`src/rtl/core/rpq_pkg.sv`:
```
// shared types and constants for the priority run queue picker
`default_nettype none
package rpq_pkg;
    localparam int unsigned QUEUE_DEPTH_DEF = 32;
    localparam logic [31:0] LCG_MUL = 32'd1103515245;
    localparam logic [31:0] LCG_INC = 32'd12345;
    localparam logic [6:0]  MIN_PRIO_RST = 7'd0;
    localparam logic [6:0]  MAX_PRIO_RST = 7'd120;
    localparam logic [6:0]  IDLE_PRIO_RST = 7'd0;
    localparam logic [6:0]  RT_FLOOR_RST = 7'd100;
    localparam logic [14:0] SKIP_THR_RST = 15'h3000;
    localparam logic [31:0] SEED_RST = 32'd1;

    typedef enum logic [1:0] {
        CMD_ENQUEUE = 2'd0,
        CMD_REMOVE  = 2'd1,
        CMD_RESCHED = 2'd2,
        CMD_NONE    = 2'd3
    } t_cmd;

    typedef enum logic [1:0] {
        ST_OK      = 2'd0,
        ST_EMPTY   = 2'd1,
        ST_FULL    = 2'd2,
        ST_MISSING = 2'd3
    } t_status;

    typedef enum logic [2:0] {
        CFG_MIN_PRIO  = 3'd0,
        CFG_MAX_PRIO  = 3'd1,
        CFG_IDLE_PRIO = 3'd2,
        CFG_RT_FLOOR  = 3'd3,
        CFG_SKIP_THR  = 3'd4,
        CFG_SEED      = 3'd5
    } t_cfg_idx;

    typedef struct packed {
        logic [1:0]  command;
        logic [15:0] thread_tag;
        logic [7:0]  priority_req;
        logic        requeue;
    } t_in_item;

    typedef struct packed {
        logic [15:0] picked_tag;
        logic [6:0]  picked_priority;
        logic [1:0]  status;
        logic [5:0]  queue_count;
    } t_out_item;

    typedef struct packed {
        logic [15:0] tag;
        logic [6:0]  prio;
    } t_entry;

    typedef struct packed {
        logic mul;
        logic add;
    } t_lcg_ctrl;
endpackage
`default_nettype wire

```
`src/rtl/core/rpq_ram.sv`:
```
// generic single write, single read ram with registered read
`default_nettype none
module rpq_ram #(
    parameter int unsigned W = 8,
    parameter int unsigned D = 32
) (
    input  wire logic                 i_clk,
    input  wire logic                 i_we,
    input  wire logic [$clog2(D)-1:0] i_waddr,
    input  wire logic [W-1:0]         i_wdata,
    input  wire logic [$clog2(D)-1:0] i_raddr,
    output logic      [W-1:0]         o_rdata
);
    logic [W-1:0] r_mem [D];

    always_ff @(posedge i_clk) begin
        if (i_we) begin
            r_mem[i_waddr] <= i_wdata;
        end
        o_rdata <= r_mem[i_raddr];
    end
endmodule
`default_nettype wire

```
`src/rtl/core/rpq_lcg.sv`:
```
// linear congruential generator, multiply and add in separate cycles
`default_nettype none
module rpq_lcg (
    input  wire logic              i_clk,
    input  wire logic              i_rst_n,
    input  wire rpq_pkg::t_lcg_ctrl i_ctrl,
    input  wire logic [31:0]       i_seed,
    output logic      [14:0]       o_rnd
);
    import rpq_pkg::*;

    logic [31:0] r_value;
    logic [31:0] r_prod;
    logic [31:0] n_value;
    logic [31:0] w_base;
    logic [63:0] w_full;

    assign w_base  = (r_value == 32'd0) ? i_seed : r_value;
    assign w_full  = w_base * LCG_MUL;
    assign n_value = r_prod + LCG_INC;
    // output of the step being completed this cycle
    assign o_rnd   = n_value[30:16];

    always_ff @(posedge i_clk) begin
        if (i_ctrl.mul) begin
            r_prod <= w_full[31:0];
        end
        if (!i_rst_n) begin
            r_value <= 32'd0;
        end else if (i_ctrl.add) begin
            r_value <= n_value;
        end
    end
endmodule
`default_nettype wire

```
`src/rtl/core/priority_run_queue_picker_unit.sv`:
```
// top level: run queue sequencer around the entry ram
// Run queue picker holding up to QUEUE_DEPTH thread tags in one entry ram, sorted by
// descending priority and first-in first-out among equals. One command is worked at a time,
// each ram read answered in the cycle after it. An enqueue shifts the tail back one entry at
// a time (a read, then a write) until its slot is found. A remove scans from the head, a
// read and a check per entry, and then closes the gap, a read and a write per entry. A
// reschedule adds its optional enqueue, then walks from the head; each skipped entry takes
// four steps (ram read, next entry check, the generator's multiply and add), and the pick
// closes the gap like a remove.
// A result waits in an output register; the next command is taken once the sequencer is idle.
`default_nettype none
module priority_run_queue_picker_unit #(
    parameter int unsigned QUEUE_DEPTH = rpq_pkg::QUEUE_DEPTH_DEF
) (
    input  wire logic               i_clk,
    input  wire logic               i_rst_n,
    input  wire logic               i_cfg_we,
    input  wire logic [2:0]         i_cfg_idx,
    input  wire logic [31:0]        i_cfg_data,
    input  wire logic               i_in_valid,
    output logic                    o_in_stall,
    input  wire rpq_pkg::t_in_item  i_in,
    output logic                    o_out_valid,
    input  wire logic               i_out_stall,
    output rpq_pkg::t_out_item      o_out
);
    import rpq_pkg::*;

    localparam int unsigned AW = $clog2(QUEUE_DEPTH);
    localparam int unsigned CW = $clog2(QUEUE_DEPTH + 1);
    localparam logic [CW-1:0] DEPTH_C = CW'(QUEUE_DEPTH);

    typedef enum logic [3:0] {
        S_IDLE, S_INS_RD, S_INS_WR, S_REM_RD, S_REM_CHK, S_DEL_RD, S_DEL_WR,
        S_PK_START, S_PK_HEAD, S_PK_TEST, S_PK_NXT, S_PK_MUL, S_PK_ADD, S_DONE
    } t_state;

    t_state        r_state;
    logic [6:0]    r_min, r_max, r_idle, r_rt;
    logic [14:0]   r_thr;
    logic [31:0]   r_seed;
    logic [CW-1:0] r_count;
    logic [CW-1:0] r_idx;
    t_in_item      r_cmd;
    t_entry        r_new;
    t_entry        r_cur;
    t_entry        r_nxt;
    logic [15:0]   r_pk_tag;
    logic [6:0]    r_pk_prio;
    t_status       r_status;

    logic          w_we;
    logic [AW-1:0] w_waddr, w_raddr;
    t_entry        w_wdata, w_rdata;
    t_lcg_ctrl     w_lcg;
    logic [14:0]   w_rnd;
    logic [7:0]    w_p0, w_p1;
    logic [CW-1:0] w_idx_inc;

    rpq_ram #(.W($bits(t_entry)), .D(QUEUE_DEPTH)) u_ram (
        .i_clk  (i_clk),
        .i_we   (w_we),
        .i_waddr(w_waddr),
        .i_wdata(w_wdata),
        .i_raddr(w_raddr),
        .o_rdata(w_rdata)
    );

    rpq_lcg u_lcg (
        .i_clk  (i_clk),
        .i_rst_n(i_rst_n),
        .i_ctrl (w_lcg),
        .i_seed (r_seed),
        .o_rnd  (w_rnd)
    );

    // clamp: max first, then min
    assign w_p0 = (i_in.priority_req > {1'b0, r_max}) ? {1'b0, r_max} : i_in.priority_req;
    assign w_p1 = (w_p0 < {1'b0, r_min}) ? {1'b0, r_min} : w_p0;
    assign w_idx_inc = r_idx + 1'b1;

    assign o_in_stall = (r_state != S_IDLE);

    always_comb begin
        w_we    = 1'b0;
        w_waddr = r_idx[AW-1:0];
        w_wdata = r_new;
        w_raddr = r_idx[AW-1:0];
        w_lcg   = '0;
        unique case (r_state)
            S_INS_RD: begin
                w_raddr = AW'(r_idx - 1'b1);
                w_we    = (r_idx == '0);
            end
            S_INS_WR: begin
                w_we    = 1'b1;
                w_wdata = (w_rdata.prio < r_new.prio) ? w_rdata : r_new;
            end
            S_DEL_RD: begin
                w_raddr = w_idx_inc[AW-1:0];
            end
            S_DEL_WR: begin
                w_we    = 1'b1;
                w_wdata = w_rdata;
            end
            // head read for the walk
            S_PK_START: begin
                w_raddr = '0;
            end
            S_PK_TEST: begin
                w_raddr = w_idx_inc[AW-1:0];
            end
            S_PK_MUL: w_lcg.mul = 1'b1;
            S_PK_ADD: w_lcg.add = 1'b1;
            default: ;
        endcase
    end

    always_ff @(posedge i_clk) begin
        if (!i_rst_n) begin
            r_state     <= S_IDLE;
            r_min       <= MIN_PRIO_RST;
            r_max       <= MAX_PRIO_RST;
            r_idle      <= IDLE_PRIO_RST;
            r_rt        <= RT_FLOOR_RST;
            r_thr       <= SKIP_THR_RST;
            r_seed      <= SEED_RST;
            r_count     <= '0;
            o_out_valid <= 1'b0;
        end else begin
            if (i_cfg_we) begin
                unique case (i_cfg_idx)
                    CFG_MIN_PRIO:  r_min  <= i_cfg_data[6:0];
                    CFG_MAX_PRIO:  r_max  <= i_cfg_data[6:0];
                    CFG_IDLE_PRIO: r_idle <= i_cfg_data[6:0];
                    CFG_RT_FLOOR:  r_rt   <= i_cfg_data[6:0];
                    CFG_SKIP_THR:  r_thr  <= i_cfg_data[14:0];
                    CFG_SEED:      r_seed <= i_cfg_data;
                    default: ;
                endcase
            end
            if (o_out_valid && !i_out_stall && r_state != S_DONE) begin
                o_out_valid <= 1'b0;
            end
            unique case (r_state)
                S_IDLE: begin
                    if (i_in_valid) begin
                        r_cmd      <= i_in;
                        r_new      <= '{tag: i_in.thread_tag, prio: w_p1[6:0]};
                        r_pk_tag   <= '0;
                        r_pk_prio  <= '0;
                        r_status   <= ST_OK;
                        r_idx      <= r_count;
                        priority case (1'b1)
                            (i_in.command == CMD_ENQUEUE) ||
                            (i_in.command == CMD_RESCHED && i_in.requeue): begin
                                if (r_count == DEPTH_C) begin
                                    r_status <= ST_FULL;
                                    r_state  <= S_DONE;
                                end else begin
                                    r_state <= S_INS_RD;
                                end
                            end
                            i_in.command == CMD_REMOVE: begin
                                r_idx   <= '0;
                                r_state <= S_REM_RD;
                            end
                            i_in.command == CMD_RESCHED: r_state <= S_PK_START;
                            default: r_state <= S_DONE;
                        endcase
                    end
                end
                S_INS_RD: begin
                    if (r_idx == '0) begin
                        r_count <= r_count + 1'b1;
                        r_state <= (r_cmd.command == CMD_RESCHED) ? S_PK_START : S_DONE;
                    end else begin
                        r_state <= S_INS_WR;
                    end
                end
                S_INS_WR: begin
                    if (w_rdata.prio < r_new.prio) begin
                        r_idx   <= r_idx - 1'b1;
                        r_state <= S_INS_RD;
                    end else begin
                        r_count <= r_count + 1'b1;
                        r_state <= (r_cmd.command == CMD_RESCHED) ? S_PK_START : S_DONE;
                    end
                end
                S_REM_RD: begin
                    if (r_idx == r_count) begin
                        r_status <= ST_MISSING;
                        r_state  <= S_DONE;
                    end else begin
                        r_state <= S_REM_CHK;
                    end
                end
                S_REM_CHK: begin
                    if (w_rdata.tag == r_cmd.thread_tag) begin
                        r_state <= S_DEL_RD;
                    end else begin
                        r_idx   <= w_idx_inc;
                        r_state <= S_REM_RD;
                    end
                end
                S_DEL_RD: begin
                    if (w_idx_inc >= r_count) begin
                        r_count <= r_count - 1'b1;
                        r_state <= S_DONE;
                    end else begin
                        r_state <= S_DEL_WR;
                    end
                end
                S_DEL_WR: begin
                    r_idx   <= w_idx_inc;
                    r_state <= S_DEL_RD;
                end
                S_PK_START: begin
                    r_idx <= '0;
                    if (r_count == '0) begin
                        r_status <= ST_EMPTY;
                        r_state  <= S_DONE;
                    end else begin
                        r_state <= S_PK_HEAD;
                    end
                end
                S_PK_HEAD: begin
                    r_cur   <= w_rdata;
                    r_state <= S_PK_TEST;
                end
                S_PK_TEST: begin
                    if (r_cur.prio <= r_idle || r_cur.prio >= r_rt || w_idx_inc >= r_count) begin
                        r_pk_tag  <= r_cur.tag;
                        r_pk_prio <= r_cur.prio;
                        r_state   <= S_DEL_RD;
                    end else begin
                        r_state <= S_PK_NXT;
                    end
                end
                S_PK_NXT: begin
                    r_nxt <= w_rdata;
                    if (w_rdata.prio == r_idle) begin
                        r_pk_tag  <= r_cur.tag;
                        r_pk_prio <= r_cur.prio;
                        r_state   <= S_DEL_RD;
                    end else begin
                        r_state <= S_PK_MUL;
                    end
                end
                S_PK_MUL: r_state <= S_PK_ADD;
                S_PK_ADD: begin
                    if (w_rnd > r_thr) begin
                        r_pk_tag  <= r_cur.tag;
                        r_pk_prio <= r_cur.prio;
                        r_state   <= S_DEL_RD;
                    end else begin
                        r_cur   <= r_nxt;
                        r_idx   <= w_idx_inc;
                        r_state <= S_PK_TEST;
                    end
                end
                S_DONE: begin
                    if (!o_out_valid || !i_out_stall) begin
                        o_out_valid           <= 1'b1;
                        o_out.picked_tag      <= r_pk_tag;
                        o_out.picked_priority <= r_pk_prio;
                        o_out.status          <= r_status;
                        o_out.queue_count     <= 6'(r_count);
                        r_state               <= S_IDLE;
                    end
                end
                default: r_state <= S_IDLE;
            endcase
        end
    end
endmodule
`default_nettype wire

```
`config.mk`:
```
export PLATFORM = sky130hd
export DESIGN_NAME = priority_run_queue_picker_unit
export DESIGN_NICKNAME = d
export VERILOG_FILES = /design/src/rtl/core/rpq_pkg.sv /design/src/rtl/core/rpq_ram.sv /design/src/rtl/core/rpq_lcg.sv /design/src/rtl/core/priority_run_queue_picker_unit.sv
export SDC_FILE = /design/constraint.sdc
export NUM_CORES = 2
export LEC_CHECK = 0
export CORE_UTILIZATION = 55
export CTS_BUF_LIST = sky130_fd_sc_hd__clkbuf_8
export CTS_CLUSTER_DIAMETER = 40
export DETAILED_ROUTE_END_ITERATION = 8
export DONT_BUFFER_PORTS = 1
export HOLD_SLACK_MARGIN = 0.12
export PLACE_DENSITY = 0.68
export RECOVER_POWER = 50
export SLEW_MARGIN = 20
export SYNTH_ARGS = -nofsm -noshare
export SYNTH_HDL_FRONTEND = slang
export SYNTH_SLANG_ARGS = --single-unit
export TNS_END_PERCENT = 20
```
`constraint.sdc`:
```
create_clock -name i_clk -period 22 [get_ports i_clk]
set_clock_uncertainty 0.15 [all_clocks]
set_input_delay 1.1 -clock i_clk [delete_from_list [all_inputs] [get_ports i_clk]]
set_output_delay 1.1 -clock i_clk [all_outputs]
set_load 0.1 [all_outputs]
```
==> qor.txt <==
Wirelength per Cell: 23.8 um
Synth area leaders: edfxtp_1 (52%), fa_1 (7.1%), ha_1 (5.8%)
Hold Path Cell Cnt: 1
cts hold-fix bufs: 0
unrepaired setup endpoints after global routing: false
HPWL reported at the end of detailed placement: 84900 um
1st-iter DRT viols: 3539
1st-pass router iterations: 6
Synth Flop Type: edfxtp_1
Worst Min Path Start: i_rst_n
area grow syn2layout: 7.76%
Reg2Reg Depth: 28
Slowest-stage cell, CP: clkbuf_1
clock share of power: 0.192
drc violations: 0
CTS tree: yes
largest net degree at the start of global routing: 181
WHS Endpoint: r_max[3]$_SDFFE_PN1P_
part of the Yosys area used for sequential elements: 0.577
critical-path maximum fanout: 26
total core area: 93300 sq um
internal power: 4.51 mW
Total Routing Usage GR: 0.282
DR vias/cell: 5.96
Rows: 112
Reg-to-Reg End: u_lcg.r_prod[31]$_DFFE_PP_
Setup WS pre-CTS: 13.16 ns
endpoints failing hold: 0
Resized cells post-CTS: 0
vias in the first global route: 32200
critical path type: flip-flop to flip-flop
Root Driver: clkbuf_8
Final Cycle Share: 0.446
Critical Path Sink Type: flip-flop
CTS Sinks: 1042
failing checks: capacitance limit, slew limit
die height: 309 um
Seq pwr share: 0.329
GRT Residual Overflow: 0
switch share: 0.429
die width: 309 um
clk buf depth: 3
Syn Std Cell Area: 51800 sq um
layout cell share with drive strength beyond 1: 0.0700
Peak VDD IR: 0.000137 V
Final WS setup: 12.20 ns
via count: 33300
Tot Pwr: 7.89 mW
share of the synthesized area in the top cell type: 0.522
cell taking the most area after synthesis: edfxtp_1
combinational power share: 0.479
WP data arrival: 10.22 ns
effective utilization at floorplan: 0.555
synth warn: 0
Post-synth EDFFs: 901
Sequential Area: 29900 sq um
clk_lat worst skew: 0.82 ns
die area: 95500 sq um
Critical Path Source Type: flip-flop
total negative slack: 0 ns
Max Freq: 102 MHz
Yosys reg bits: 1042
Final Net Count: 4705
P_sw: 3.38 mW
WL final: 133000 um
max-slew violation count: 195
outcome: complete, but fails checks
post-synthesis async set-or-reset flop share: 0
Hold Worst Slack: 0.201 ns
IO Port Bufs: 0
# fillers: 7482
maximum capacitance violations: 6
Antenna Nets Post-Route: 0
Worst Hold Class: input port to flip-flop
Cell variety after synth: 71
H-tree lvl count: 4
Reg2Reg Setup Slack: 12.20 ns
clock slew at reported path FFs: 0.06 ns
Post-Syn Instances: 4231
# Post-CTS Setup Buffers: 0
Worst Tran Pin Value: 3.07 ns
routability cong.: 0.961
multi-input logic area: 19600 sq um
Mapped Nets: 4725
reg2reg start: u_lcg.r_value[22]$_SDFFE_PN0N_
Req. time, crit path: 22.42 ns
CTS buffer count: 163
global-route wire length before repair: 200000 um
syn_area_per_cell: 12.2 sq um
worst rel slew slack: -1.04
final setup fails: 0
PwrDens: 141 nW/um^2
initial antenna violation count: 7
# IOs: 100
Leak Pwr: 21.5 nW
fin crit period: 9.80 ns
Max stage delay on crit path: 0.87 ns
logic make-up after synthesis:
logic type / after synthesis / share of synthesized area
and+or+nand+nor: 1107 / 0.0971
DFF: 1042 / 0.577
AOI/OAI and AO/OA: 842 / 0.112
buffers and inverters: 613 / 0.0478
adders and majority gates: 427 / 0.130
xor gates and xnor gates: 133 / 0.0227
muxes: 67 / 0.0138
metrics by stage:
| stage | area (sq um) | util | std cells |
|---|---|---|---|
| after CTS | 55900 | 0.599 | 5583 |
| after detailed placement | 53000 | 0.567 | 5300 |
| final | 55800 | 0.598 | 5586 |
| after global placement | 53000 | 0.567 | 5300 |
| after global routing | 55800 | 0.598 | 5585 |
| after floorplan | 51800 | - | 4231 |
critical path: cells and delay by family, from the launching register on:
family	cells	cell delay [ns]
compound gates	5	1.91
xor+xnor	1	0.15
fa+ha+maj	9	3.77
buf+inv	7	1.29
flops	1	0.35
simple gates	6	1.93
layer usage:
metal | vias to the layer above | GRT usage | routed length, um
li1 | 15200 | - | -
met1 | 16500 | 0.412 | 58600
met3 | 186 | 0.0505 | 10700
met5 | - | 0 | 34
met2 | 1313 | 0.431 | 61100
met4 | 6 | 0.0802 | 2730
cells in the mapped netlist (68+ instances only):
| master | count |
|---|---|
| a211oi_1 | 282 |
| clkbuf_1 | 130 |
| a311oi_1 | 82 |
| ha_1 | 242 |
| xnor2_1 | 85 |
| a31oi_1 | 99 |
| inv_1 | 377 |
| and3_1 | 194 |
| buf_2 | 87 |
| nor2_1 | 116 |
| edfxtp_1 | 901 |
| a21o_1 | 68 |
| a21oi_1 | 205 |
| dfxtp_1 | 141 |
| fa_1 | 185 |
| nand2_1 | 627 |
cells in the final DEF (no fill, tap or decap), types with 19 or more instances in the layout:
cell type / synthesis / layout
a311oi_1: 82 / 82
nor2_1: 116 / 82
a31oi_1: 99 / 99
nor3_1: 27 / 27
clkinv_1: 0 / 24
fa_1: 185 / 185
a21o_1: 68 / 68
mux2_1: 0 / 23
buf_4: 4 / 42
mux2i_1: 32 / 32
inv_1: 377 / 440
a21oi_1: 205 / 204
nand3_1: 31 / 31
and3_1: 194 / 194
dfxtp_1: 141 / 141
clkbuf_8: 0 / 174
nor2_2: 2 / 19
xnor2_1: 85 / 85
o21ai_0: 33 / 33
nand2_1: 627 / 626
edfxtp_1: 901 / 901
a211oi_1: 282 / 282
xor2_1: 47 / 47
ha_1: 242 / 242
sequential cells by signal (all words and copies together), names as in the netlist, 16 cells and up:
name	count
o_out	31
r_cur	23
r_new	23
r_nxt	23
r_pk_tag	16
r_seed	32
u_lcg.r_prod	32
u_lcg.r_value	32
u_ram.o_rdata	23
u_ram.r_mem	736
final cells by class:
type | instances | share of cell area
diodes | 3 | 0.000134
well taps | 1254 | 0.0281
flip-flops and latches | 1042 | 0.535
multi-input cells | 2576 | 0.352
clock buffers | 174 | 0.0429
repair buffers | 51 | 0.00654
clock inverters | 109 | 0.0101
inverters | 377 | 0.0253
power by group through the flow:
stage          Sequential, mW  Clock, mW  Combinational (mW)
2_1_floorplan            2.56          0                2.66
3_3_place_gp             2.63          0                3.71
3_5_place_dp             2.63          0                3.73
4_1_cts                  2.59       1.53                3.77
5_1_grt                  2.61       1.62                4.16
6_report                 2.60       1.51                3.78
worst max-delay path by stage:
stage / startpoint / end / slack (ns) / cells after the start
2_1_floorplan: u_lcg.r_value[17]$_SDFFE_PN0N_ / u_lcg.r_prod[30]$_DFFE_PP_ / 14.22 / 29
3_3_place_gp: u_lcg.r_value[0]$_SDFFE_PN0N_ / u_lcg.r_prod[31]$_DFFE_PP_ / 13.32 / 28
3_5_place_dp: u_lcg.r_value[22]$_SDFFE_PN0N_ / u_lcg.r_prod[31]$_DFFE_PP_ / 13.16 / 28
4_1_cts: u_lcg.r_value[22]$_SDFFE_PN0N_ / u_lcg.r_prod[31]$_DFFE_PP_ / 13.11 / 28
5_1_grt: u_lcg.r_value[22]$_SDFFE_PN0N_ / u_lcg.r_prod[31]$_DFFE_PP_ / 11.66 / 28
6_report: u_lcg.r_value[22]$_SDFFE_PN0N_ / u_lcg.r_prod[31]$_DFFE_PP_ / 12.20 / 28
Note: power is estimated with default switching activity, not from simulation.
